**src/hdl/ura_pkg.sv**
```systemverilog
// shared types, constants and helpers for the radix-to-ascii converter
`default_nettype none
package ura_pkg;

  localparam int VALUE_W   = 32;
  localparam int IDX_W     = $clog2(VALUE_W);
  localparam int CNT_W     = IDX_W + 1;
  localparam int DIGIT_W   = 6;
  localparam int CHAR_W    = 7;

  localparam logic [DIGIT_W-1:0] BASE_MIN   = 6'd2;
  localparam logic [DIGIT_W-1:0] BASE_MAX   = 6'd36;
  localparam logic [DIGIT_W-1:0] BASE_RESET = 6'd10;

  localparam logic [CHAR_W-1:0] CHAR_ZERO = 7'h30;
  localparam logic [CHAR_W-1:0] CHAR_A    = 7'h61;
  localparam logic [DIGIT_W-1:0] DIGIT_NINE = 6'd9;
  localparam logic [DIGIT_W-1:0] DIGIT_TEN  = 6'd10;

  typedef enum logic [1:0] {
    ST_IDLE,
    ST_DIV,
    ST_EMIT
  } ura_state_t;

  typedef struct packed {
    logic               start;
    logic [VALUE_W-1:0] dividend;
    logic [DIGIT_W-1:0] divisor;
  } ura_div_req_t;

  typedef struct packed {
    logic               done;
    logic [VALUE_W-1:0] quotient;
    logic [DIGIT_W-1:0] remainder;
  } ura_div_rsp_t;

  function automatic logic [DIGIT_W-1:0] clamp_base(input logic [DIGIT_W-1:0] b);
    logic [DIGIT_W-1:0] r;
    r = b;
    if (b < BASE_MIN) r = BASE_MIN;
    if (b > BASE_MAX) r = BASE_MAX;
    return r;
  endfunction

  function automatic logic [CHAR_W-1:0] digit_to_ascii(input logic [DIGIT_W-1:0] d);
    logic [CHAR_W-1:0] c;
    if (d > DIGIT_NINE) begin
      c = CHAR_W'(d - DIGIT_TEN) + CHAR_A;
    end else begin
      c = CHAR_W'(d) + CHAR_ZERO;
    end
    return c;
  endfunction

endpackage
`default_nettype wire

```
**src/hdl/ura_div.sv**
```systemverilog
// iterative restoring divider, one quotient bit per cycle
`default_nettype none
module ura_div (
  input  wire logic          clk,
  input  wire logic          rst_n,
  input  wire ura_pkg::ura_div_req_t req,
  output ura_pkg::ura_div_rsp_t rsp
);

  logic [ura_pkg::VALUE_W-1:0] quo_r, quo_nxt;
  logic [ura_pkg::DIGIT_W-1:0] rem_r, rem_nxt;
  logic [ura_pkg::DIGIT_W-1:0] dvs_r, dvs_nxt;
  logic [ura_pkg::IDX_W-1:0]   cnt_r, cnt_nxt;
  logic                        run_r, run_nxt;
  logic                        done_r, done_nxt;
  logic [ura_pkg::DIGIT_W:0]   trial;

  always_comb begin
    quo_nxt  = quo_r;
    rem_nxt  = rem_r;
    dvs_nxt  = dvs_r;
    cnt_nxt  = cnt_r;
    run_nxt  = run_r;
    done_nxt = 1'b0;
    trial    = {rem_r, quo_r[ura_pkg::VALUE_W-1]};
    if (req.start) begin
      quo_nxt = req.dividend;
      rem_nxt = '0;
      dvs_nxt = req.divisor;
      cnt_nxt = '0;
      run_nxt = 1'b1;
    end else if (run_r) begin
      // shift in next dividend bit, subtract when it fits
      if (trial >= {1'b0, dvs_r}) begin
        rem_nxt = ura_pkg::DIGIT_W'(trial - {1'b0, dvs_r});
        quo_nxt = {quo_r[ura_pkg::VALUE_W-2:0], 1'b1};
      end else begin
        rem_nxt = trial[ura_pkg::DIGIT_W-1:0];
        quo_nxt = {quo_r[ura_pkg::VALUE_W-2:0], 1'b0};
      end
      cnt_nxt = cnt_r + 1'b1;
      if (cnt_r == ura_pkg::IDX_W'(ura_pkg::VALUE_W - 1)) begin
        run_nxt  = 1'b0;
        done_nxt = 1'b1;
      end
    end
  end

  always_ff @(posedge clk) begin
    if (!rst_n) begin
      run_r  <= 1'b0;
      done_r <= 1'b0;
      cnt_r  <= '0;
    end else begin
      run_r  <= run_nxt;
      done_r <= done_nxt;
      cnt_r  <= cnt_nxt;
    end
  end

  always_ff @(posedge clk) begin
    quo_r <= quo_nxt;
    rem_r <= rem_nxt;
    dvs_r <= dvs_nxt;
  end

  assign rsp.done      = done_r;
  assign rsp.quotient  = quo_r;
  assign rsp.remainder = rem_r;

  a_rem_below_divisor: assert property (@(posedge clk) disable iff (!rst_n)
    done_r |-> (rem_r < dvs_r))
    else $error("remainder not below divisor");

  a_done_after_run: assert property (@(posedge clk) disable iff (!rst_n)
    done_r |-> !run_r)
    else $error("divider done while still running");

endmodule
`default_nettype wire

```
**src/hdl/ura_digit_buf.sv**
```systemverilog
// digit store: remainders written least significant first, read back reversed
`default_nettype none
module ura_digit_buf (
  input  wire logic                        clk,
  input  wire logic                        wr_en,
  input  wire logic [ura_pkg::IDX_W-1:0]   wr_idx,
  input  wire logic [ura_pkg::DIGIT_W-1:0] wr_data,
  input  wire logic                        rd_en,
  input  wire logic [ura_pkg::IDX_W-1:0]   rd_idx,
  output logic      [ura_pkg::DIGIT_W-1:0] rd_data_r
);

  logic [ura_pkg::DIGIT_W-1:0] mem [ura_pkg::VALUE_W];

  always_ff @(posedge clk) begin
    if (wr_en) begin
      mem[wr_idx] <= wr_data;
    end
  end

  always_ff @(posedge clk) begin
    if (rd_en) begin
      rd_data_r <= mem[rd_idx];
    end
  end

endmodule
`default_nettype wire

```
**src/hdl/unsigned_to_radix_ascii_core.sv**
```systemverilog
// top level: converts one unsigned number into ascii digits of a configurable radix
// One number is taken when start is high and busy is low. Its digits are found by
// repeated division by the base in a shared bit-serial divider, least significant
// first, into a small digit store. The digits are then sent most significant first,
// one per cycle on out_valid, with out_last on the final one; the first character
// shows once the state has moved to the emit phase and the digit store read has
// been registered. A zero input gives one digit, '0'. The receiver cannot stall:
// every out_valid cycle is a transfer. Base writes on cfg_we are clamped to 2..36
// and must be made while busy is low; reset base is 10.
`default_nettype none
module unsigned_to_radix_ascii_core (
  input  wire logic                         clk,
  input  wire logic                         rst_n,
  input  wire logic                         start,
  output logic                              busy,
  input  wire logic [ura_pkg::VALUE_W-1:0]  in_value,
  output logic                              out_valid,
  output logic      [ura_pkg::CHAR_W-1:0]   out_digit_char,
  output logic                              out_last,
  input  wire logic                         cfg_we,
  input  wire logic [ura_pkg::DIGIT_W-1:0]  cfg_wdata
);

  ura_pkg::ura_state_t          state_r, state_nxt;
  logic [ura_pkg::DIGIT_W-1:0]  base_r;
  logic [ura_pkg::CNT_W-1:0]    cnt_r, cnt_nxt;
  logic [ura_pkg::IDX_W-1:0]    emit_idx_r, emit_idx_nxt;
  logic                         out_valid_r, out_last_r;
  logic                         wr_en, rd_en;
  logic [ura_pkg::DIGIT_W-1:0]  rd_data;
  ura_pkg::ura_div_req_t        div_req;
  ura_pkg::ura_div_rsp_t        div_rsp;

  ura_div u_div (
    .clk   (clk),
    .rst_n (rst_n),
    .req   (div_req),
    .rsp   (div_rsp)
  );

  ura_digit_buf u_buf (
    .clk       (clk),
    .wr_en     (wr_en),
    .wr_idx    (cnt_r[ura_pkg::IDX_W-1:0]),
    .wr_data   (div_rsp.remainder),
    .rd_en     (rd_en),
    .rd_idx    (emit_idx_r),
    .rd_data_r (rd_data)
  );

  always_ff @(posedge clk) begin
    if (!rst_n) begin
      base_r <= ura_pkg::BASE_RESET;
    end else if (cfg_we) begin
      base_r <= ura_pkg::clamp_base(cfg_wdata);
    end
  end

  always_comb begin
    state_nxt        = state_r;
    cnt_nxt          = cnt_r;
    emit_idx_nxt     = emit_idx_r;
    wr_en            = 1'b0;
    rd_en            = 1'b0;
    div_req.start    = 1'b0;
    div_req.dividend = in_value;
    div_req.divisor  = base_r;
    unique case (state_r)
      ura_pkg::ST_IDLE: begin
        if (start) begin
          div_req.start = 1'b1;
          cnt_nxt       = '0;
          state_nxt     = ura_pkg::ST_DIV;
        end
      end
      ura_pkg::ST_DIV: begin
        if (div_rsp.done) begin
          wr_en   = 1'b1;
          cnt_nxt = cnt_r + 1'b1;
          if (div_rsp.quotient != '0) begin
            div_req.start    = 1'b1;
            div_req.dividend = div_rsp.quotient;
          end else begin
            // most significant digit is the one just written
            emit_idx_nxt = cnt_r[ura_pkg::IDX_W-1:0];
            state_nxt    = ura_pkg::ST_EMIT;
          end
        end
      end
      ura_pkg::ST_EMIT: begin
        rd_en = 1'b1;
        if (emit_idx_r == '0) begin
          state_nxt = ura_pkg::ST_IDLE;
        end else begin
          emit_idx_nxt = emit_idx_r - 1'b1;
        end
      end
      default: begin
        state_nxt = ura_pkg::ST_IDLE;
      end
    endcase
  end

  always_ff @(posedge clk) begin
    if (!rst_n) begin
      state_r     <= ura_pkg::ST_IDLE;
      cnt_r       <= '0;
      emit_idx_r  <= '0;
      out_valid_r <= 1'b0;
      out_last_r  <= 1'b0;
    end else begin
      state_r     <= state_nxt;
      cnt_r       <= cnt_nxt;
      emit_idx_r  <= emit_idx_nxt;
      // read data lands in the cycle after rd_en
      out_valid_r <= rd_en;
      out_last_r  <= rd_en && (emit_idx_r == '0);
    end
  end

  assign busy           = (state_r != ura_pkg::ST_IDLE);
  assign out_valid      = out_valid_r;
  assign out_last       = out_last_r;
  assign out_digit_char = ura_pkg::digit_to_ascii(rd_data);

  a_out_after_emit: assert property (@(posedge clk) disable iff (!rst_n)
    out_valid_r |-> $past(state_r == ura_pkg::ST_EMIT))
    else $error("result transfer without emit phase");

  a_digit_count: assert property (@(posedge clk) disable iff (!rst_n)
    cnt_r <= ura_pkg::CNT_W'(ura_pkg::VALUE_W))
    else $error("digit count overflow");

  a_div_done_in_div: assert property (@(posedge clk) disable iff (!rst_n)
    div_rsp.done |-> (state_r == ura_pkg::ST_DIV))
    else $error("divider finished outside divide phase");

  a_last_ends_item: assert property (@(posedge clk) disable iff (!rst_n)
    out_last_r |-> (state_r == ura_pkg::ST_IDLE || state_r == ura_pkg::ST_DIV))
    else $error("last character while still emitting");

endmodule
`default_nettype wire

```
**config.mk**
```make
export PLATFORM = sky130hd
export DESIGN_NAME = unsigned_to_radix_ascii_core
export DESIGN_NICKNAME = d
export VERILOG_FILES = /design/src/hdl/ura_pkg.sv /design/src/hdl/ura_div.sv /design/src/hdl/ura_digit_buf.sv /design/src/hdl/unsigned_to_radix_ascii_core.sv
export SDC_FILE = /design/constraint.sdc
export NUM_CORES = 1
export LEC_CHECK = 0
export BUFFER_PORTS_ARGS = -buffer_cell sky130_fd_sc_hd__buf_2
export CAP_MARGIN = 15
export CORE_MARGIN = 4
export CORE_UTILIZATION = 38
export DETAILED_ROUTE_END_ITERATION = 12
export PLACE_DENSITY = 0.62
export SYNTH_ARGS = -nofsm -noshare
export SYNTH_HDL_FRONTEND = slang
export SYNTH_SLANG_ARGS = --single-unit
```
**constraint.sdc**
```tcl
create_clock -name clk -period 3.6 [get_ports clk]
set_input_delay 0.72 -clock clk [delete_from_list [all_inputs] [get_ports clk]]
set_output_delay 0.72 -clock clk [all_outputs]
set_load 0.02 [all_outputs]
```
### Word-level counts from Yosys, hierarchy flattened

Memories as Yosys holds them, arrays and structs flattened. A register that Yosys moved wholly into a read port is not among the register bits.
Index checks and enable logic that the tools add are counted.

| storage, ports and cells | value |
|---|---|
| flip-flop bits (word level) | 72 |
| input bits | 42 |
| memories | 1 |
| logic and storage cells | 82 |
| latch bits | 0 |
| RAM bits | 192 |
| memory bits (read-only) | 0 |
| output and inout port bits | 10 |

Memory list:

| memory | depth | bits a word | rd ports | clocked after memory_dff | wr ports | RTL line | source |
|---|---|---|---|---|---|---|---|
| u_buf.mem | 32 | 6 | 1 | 1 | 1 | ura_digit_buf.sv:13 | `logic [ura_pkg::DIGIT_W-1:0] mem [ura_pkg::VALUE_W];` |

| cells by class | value |
|---|---|
| $mul | 0 |
| shifts and indexed selects | 0 |
| equal/unequal tests | 9 |
| divide/modulo/power cells | 0 |
| muxes and demuxes | 33 |
| bitwise logic cells | 2 |
| $add $sub $neg | 7 |
| $lt $le $gt $ge | 4 |
| reductions and logical operators | 14 |

Operator list:

| cell | number |
|---|---|
| 2-to-1 mux 32 bit | 3 |
| 2-to-1 mux 33 bit | 2 |
| nonzero test 32 bit | 1 |
| 2-to-1 mux 6 bit | 5 |
| 2-to-1 mux 5 bit | 3 |
| case mux 6 bit (2 select lines) | 1 |
| 2-to-1 mux 1 bit | 11 |
| case mux 5 bit (2 select lines) | 1 |
| 2-to-1 mux 2 bit | 4 |
| != test 2 bit (second input constant) | 4 |
| AND reduction 4 bit | 2 |
| nonzero test 2 bit | 4 |
| adder 6 x 6 -> 7 bit (second input constant) | 1 |
| adder 7 bit (second input constant) | 1 |
| greater-or-equal comparator 7 x 6 -> 1 bit | 1 |
| 2-to-1 mux 7 bit | 1 |
| subtractor 6 x 4 -> 7 bit (second input constant) | 1 |
| adder 6 x 1 -> 6 bit (second input constant) | 1 |
| greater-than comparator 6 x 4 -> 1 bit (second input constant) | 1 |
| greater-than comparator 6 bit (second input constant) | 1 |
| less-than comparator 6 x 2 -> 1 bit (second input constant) | 1 |
| case mux 2 bit (3 select lines) | 1 |
| subtractor 6 bit | 1 |
| adder 5 x 1 -> 5 bit (second input constant) | 1 |
| other kinds (15) | 16 |

### Depth between registers and ports, before layout

| logic depth | value |
|---|---|
| word-level depth | 6 |
| depth in mapped cells | 8 |
| gate-level depth less buffers | 8 |

### Hierarchy

From an unflattened synthesis, not the netlist that was laid out.

| unflattened totals | value |
|---|---|
| cell total of the unflattened synthesis | 706 |
| area total of the unflattened synthesis | 11815.1 µm² |

Modules (own cells, without submodules):

| module | seq. area each (µm²) | area an instance (µm²) | cells an instance | times used |
|---|---|---|---|---|
| ura_digit_buf | 5945.7 | 7649.8 | 323 | 1 |
| ura_div | 1401.3 | 2401.1 | 179 | 1 |
| unsigned_to_radix_ascii_core | 400.4 | 1764.2 | 204 | 1 |

### Worst setup path before layout

Ideal clock, no wire load.

| timing | value |
|---|---|
| path kind | register -> register |
| from | reg u_div.quo_r[16] (netlist name) |
| to | reg u_div.quo_r[0] (netlist name) (enable) |
| cell stages (with the launch flop) | 6 |
| buffers on the path | 0 |
| arrival time | 2305 ps |
| setup slack | 905 ps |
| required time | 3211 ps |
| setup time | 389 ps |
| clock period less this slack | 2695 ps |
| cells stage by stage | edfxtp_1 nor4_1 nand2_1 nor4_1 o21ai_0 nand2_1 |

| between the ends | value |
|---|---|
| longest elaborated chain between the ends | 6 |
| elaborated cells between the ends (all ways) | 7 |
| those cells by class | 1 x eq/ne; 3 x mux; 3 x reduce/logical |

RTL lines:

| element | RTL line | source |
|---|---|---|
| from (decl) | ura_div.sv:10 | `logic [ura_pkg::VALUE_W-1:0] quo_r, quo_nxt;` |
| from (signal assigned) | ura_div.sv:62 | `quo_r <= quo_nxt;` |
| nonzero test 32 bit (*) | unsigned_to_radix_ascii_core.sv:80 | `if (div_rsp.quotient != '0) begin` |
| 2-to-1 mux 33 bit | unsigned_to_radix_ascii_core.sv:80 |  |
| 2-to-1 mux 33 bit | unsigned_to_radix_ascii_core.sv:77 | `if (div_rsp.done) begin` |
| case mux 1 bit (2 select lines) | unsigned_to_radix_ascii_core.sv:68 | `unique case (state_r)` |
| != test 4 bit (no line) or nonzero test 2 bit (tied branches) | - |  |
| AND reduction 2 bit (no line) (*) | - |  |

Mark *: on every way between the ends. The rest lies on a longest branch, timed or not. The select of a mux whose other input is x is not followed.
A chain may end at the register's enable or synchronous reset.

### Worst setup path in the final report

| timing | value |
|---|---|
| from | reg u_buf.rd_data_r[4] (netlist name), read port of u_buf.mem |
| to | out out_digit_char[2] (netlist name) |

| between the ends | value |
|---|---|
| longest elaborated chain between the ends | 2 |

RTL lines:

| element | RTL line | source |
|---|---|---|
| from (decl) | ura_digit_buf.sv:10 | `output logic [ura_pkg::DIGIT_W-1:0] rd_data_r` |
| greater-than comparator 6 x 4 -> 1 bit | ura_pkg.sv:48 | `if (d > DIGIT_NINE) begin` |
| 2-to-1 mux 7 bit | ura_pkg.sv:48 |  |
| to (decl) | unsigned_to_radix_ascii_core.sv:18 | `output logic [ura_pkg::CHAR_W-1:0] out_digit_char,` |

Every way passes these cells.

==> summary by stage <==
CTS
The root buffer cell is clkbuf_16. TritonCTS built the clock tree. The maximum level of the CTS H-tree is 1. The number of buffers between clock root and the deepest sink is 3. The worst-skew pair later-pin latency is 0.54 ns.

The count of hold buffers inserted by post-cts repair is 0. The count of instances resized after the clock tree is built is 0. The number of buffers added by the clock tree synthesis step is 28.

The number of clock sinks is 269. Once the clock tree was built, the setup fixing pass inserted 0 buffers. The register clock-pin slew on the reported worst setup and hold paths is ~0.060 ns.

Route
The routed design has 22900 um of wire. In the routed layout, each cell is associated on average with a via count of 5.288. For this block, the via count after detailed routing is approximately 6200. For this run, the detailed router's first-pass iteration total came to 5. The met1 wire length is around 9900 um. In the final routed layout, each cell accounts on average for 19.39 um. In the detailed route, the total length drawn on met3 is roughly 1500 um.

The number of nets with antenna violations after routing is 0. After the first detailed-routing iteration, the DRC count stood at 541. The highest layer touched by signal routing is met4. After detailed routing, the number of remaining DRC violations is 0. The met2 wire length is 11160 um.

Power
The internal power of the cells totals 0.005593 W. For this design the static power due to leakage is ~4.4 nW. The post-layout total power is 0.007189 W. The analysis attributes to net switching a power of around 0.0016 W. In this run the power density over the cells is 552.3 nW/um2. VDD sags by at most 0.3146 mV. The part of the total power dissipated in sequential elements is 0.509.

The switching share of power is 0.2221. The share of total power dissipated in combinational logic is 0.086. The clock share of power is 0.405.

Setup path
The data arrival time of the critical path is 2.40 ns. The source of the worst register-to-register timing path is state_r[1]. The biggest fanout along the worst timing path is 7. The startpoint kind of the worst setup timing path is a flip-flop. The setup path with the least slack is of type flip-flop to output pin. At the worst endpoint, the required time is between 2 and 3 ns. The number of cells on the worst reg-to-reg path is 4.

Setup slack on the worst reg-to-reg path comes out at 1.11 ns. The worst reg2reg path endpoint is u_buf.mem[12][4]. The worst setup path is captured at an output pin.

GRT
The number of global-route vias before repair is 6508. The global-route congestion overflow total is 0. The initial antenna violation count is 0. The wire length of the first global-routing pass is about 36000 um. The maximum number of pins on one net before global-route repair is 37. The overall routing resource usage is 0.1391.

Place
The number of buffers inserted by port buffering is 51. The worst setup timing slack at the placement stage is 1.017 ns. The placed instance count is 1129.

Detailed placement finished with a half-perimeter wire length of 14540 um. At the end of routability-driven placement, the weighted congestion stood at 0.8212.

Floorplanning
The floorplan step set the die height to 180.8 um. The number of placed I/O pins is 52. The placeable core region is slightly below 30000 um2. Row generation in the floorplan step produced 63 rows. The initial cell density of the core is 0.3839. The width of the chip is 180.8 um. The die covers approximately 33000 um2.

Timing
Based on the critical path, the design can be clocked at up to 320.9 MHz. The count of final hold-check violations is 0. The part of the cycle the worst path needs is 0.8656. Setup repair after global routing left no endpoint under its margin. The final max-slew violation count is 0.

The total negative slack is 0 ns. Across the routed clock network, the largest skew measured is 0.008854 ns. The transition time at the pin with the least slew margin is 0.7040 ns.

Setup slack on the critical path of the routed design comes to 0.4839 ns. Setup violations remaining at the end of the flow were counted as 0. In this run the tightest slew margin relative to its limit is 0.5300. The final critical-path required period is approximately 3.1 ns.

Synth
The number of different library cells used by synthesis comes to 56. For this run, the number of Yosys warnings is 0. The number of instances in the synthesized netlist is ~700. The register bit total from synthesis is 269. The sequential area share after synthesis is 0.6827. The async set-or-reset flop fraction in the synthesized netlist is 0. When the netlist entered floorplanning its net count stood at 773. Summing every instance area after synthesis gives 11350 um2. Dividing the synthesized area by the synthesized cell count gives 15.98 um2. The number of flops mapped to enable cells by yosys is 236. The most used flip-flop cell after synthesis is edfxtp_1.

Cells and area
The filler cells instantiated in the layout total 2634. Leaving out filler cells and counting taps, the final layout contains 1181. The repair_antennas step left the layout with diodes totalling 0.

The area growth from synthesis to layout is 14.71%. At the end of the flow, the number of nets in the layout was between 800 and 900. The final core area utilization is 0.4404.

The share of final-layout standard cells stronger than drive strength 1 is 0.2212.

Hold path
The tightest min-delay check is of the flip-flop to flip-flop type. In this run the most critical hold path is launched from base_r[2]. The count of cells along the worst hold path is 0. The endpoint of the worst hold-timing path is u_div.dvs_r[2].

Job
The number of max-capacitance violations reported is 0.

Run status
The flow ran to the end, and the final reports show no timing, DRC or antenna violations.
-- cell families after synthesis --
family,share of synthesized area
multiplexers,0.1174
flip-flops,0.6827
buffers and inverters,0.02337
AND/OR/NAND/NOR,0.07123
adder cells (fa/ha/maj),0.02381
XOR/XNOR,0.01003
AO/OA/AOI/OAI,0.07145
-- per-stage QoR --
| stage | hold WS, ns | area (um2) |
|---|---|---|
| 3_5_place_dp | 0.4170 | 12070 |
| 4_1_cts | 0.4221 | 13020 |
| 2_1_floorplan | 0.4029 | 11350 |
| 5_1_grt | 0.4425 | 13020 |
| 3_3_place_gp | 0.4162 | 12070 |
| 6_report | 0.4326 | 13020 |
-- placed cells by master, fill, tap and decap left out, types with 6 or more instances in the layout --
cell type | Yosys | layout
buf_4 | 1 | 13
mux2i_1 | 24 | 24
buf_2 | 8 | 51
nand3_1 | 10 | 10
a21oi_1 | 13 | 13
inv_1 | 26 | 26
edfxtp_1 | 236 | 236
nor2_1 | 55 | 55
clkbuf_1 | 25 | 6
nor4_1 | 11 | 11
a31oi_1 | 7 | 7
xnor2_1 | 8 | 8
a32o_1 | 6 | 6
o21ai_0 | 13 | 13
nor3_1 | 10 | 10
a221oi_1 | 6 | 6
dfxtp_1 | 33 | 31
nand2_1 | 40 | 40
mux4_2 | 48 | 48
ha_1 | 20 | 20
nand2b_1 | 6 | 6
a22o_1 | 31 | 31
clkbuf_16 | 0 | 29
nand3b_1 | 7 | 7
-- routing by layer --
| layer | global-route usage | vias to the layer above |
|---|---|---|
| met5 | 0 | - |
| met4 | 0.02995 | 0 |
| met3 | 0.02698 | 33 |
| met2 | 0.2306 | 193 |
| met1 | 0.1926 | 3100 |
| li1 | - | 2919 |
-- how the worst max path moves through the flow --
stage | end | depth (start not counted) | from
finish | out_digit_char[2] | 7 | u_buf.rd_data_r[4]
global route | out_digit_char[2] | 7 | u_buf.rd_data_r[4]
CTS | out_digit_char[2] | 7 | u_buf.rd_data_r[4]
detailed placement | out_digit_char[2] | 7 | u_buf.rd_data_r[4]
global placement | out_digit_char[3] | 7 | u_buf.rd_data_r[4]
floorplan | u_div.quo_r[0] | 5 | u_div.quo_r[16]
-- layout make-up --
cell class,instances,area (um2),share of cell area
flip-flops and latches,269,7752,0.5955
inverters,28,105.1,0.008074
clock buffers,35,748.2,0.05748
well taps,390,488.0,0.03749
repair buffers,66,392.9,0.03018
clock inverters,17,195.2,0.01499
multi-input cells,376,3336,0.2562
-- cells in the mapped netlist, types with 2 or more instances --
| master | n | area share |
|---|---|---|
| edfxtp_1 | 236 | 0.62 |
| nor2_1 | 55 | 0.018 |
| mux4_2 | 48 | 0.095 |
| nand2_1 | 40 | 0.013 |
| dfxtp_1 | 33 | 0.058 |
| a22o_1 | 31 | 0.024 |
| inv_1 | 26 | 0.0086 |
| clkbuf_1 | 25 | 0.0083 |
| mux2i_1 | 24 | 0.021 |
| ha_1 | 20 | 0.022 |
| a21oi_1 | 13 | 0.0057 |
| o21ai_0 | 13 | 0.0057 |
| nor4_1 | 11 | 0.0061 |
| nand3_1 | 10 | 0.0044 |
| nor3_1 | 10 | 0.0044 |
| buf_2 | 8 | 0.0035 |
| xnor2_1 | 8 | 0.0062 |
| a31oi_1 | 7 | 0.0039 |
| nand3b_1 | 7 | 0.0046 |
| a221oi_1 | 6 | 0.0046 |
| a32o_1 | 6 | 0.0053 |
| nand2b_1 | 6 | 0.0033 |
| nor2b_1 | 5 | 0.0028 |
| nor3_2 | 5 | 0.0044 |
| o21a_1 | 5 | 0.0033 |
| xor2_1 | 5 | 0.0039 |
| a211oi_2 | 3 | 0.0033 |
| a21boi_0 | 3 | 0.0020 |
| and3_1 | 3 | 0.0017 |
| nand4_1 | 3 | 0.0017 |
| or3b_2 | 3 | 0.0023 |
| a41oi_1 | 2 | 0.0015 |
| and2_1 | 2 | 0.0011 |
| buf_1 | 2 | 0.00066 |
| inv_2 | 2 | 0.00066 |
| o211ai_1 | 2 | 0.0013 |
| o31a_1 | 2 | 0.0015 |
| or2_2 | 2 | 0.0011 |
-- power by group through the flow --
| stage | registers [W] | clock network, W | logic (W) |
|---|---|---|---|
| after detailed placement | 0.00372 | 0 | 0.000626 |
| final | 0.00366 | 0.00291 | 0.000617 |
| after global routing | 0.00367 | 0.00312 | 0.000684 |
| after floorplan | 0.00374 | 0 | 0.000385 |
| after global placement | 0.00372 | 0 | 0.000617 |
| after CTS | 0.00366 | 0.00297 | 0.000626 |
-- critical path: stages (launching register included) --
cell,delay (ns)
edfxtp_1,0.38
inv_1,0.11
ha_1,0.22
and4_1,0.22
a21oi_1,0.48
nand2_1,0.14
xnor2_1,0.15
buf_2,0.18
-- flip-flops by register name, summed over array words and instances (netlist names) --
register and count:
u_buf.mem 192, u_div.quo_r 32, base_r 6, u_buf.rd_data_r 6, u_div.dvs_r 6, u_div.rem_r 6, cnt_r 5, emit_idx_r 5
u_div.cnt_r 5, state_r 2, out_last 1, out_valid 1, u_div.done_r 1, u_div.run_r 1
Power figures use the tool's default switching activity.
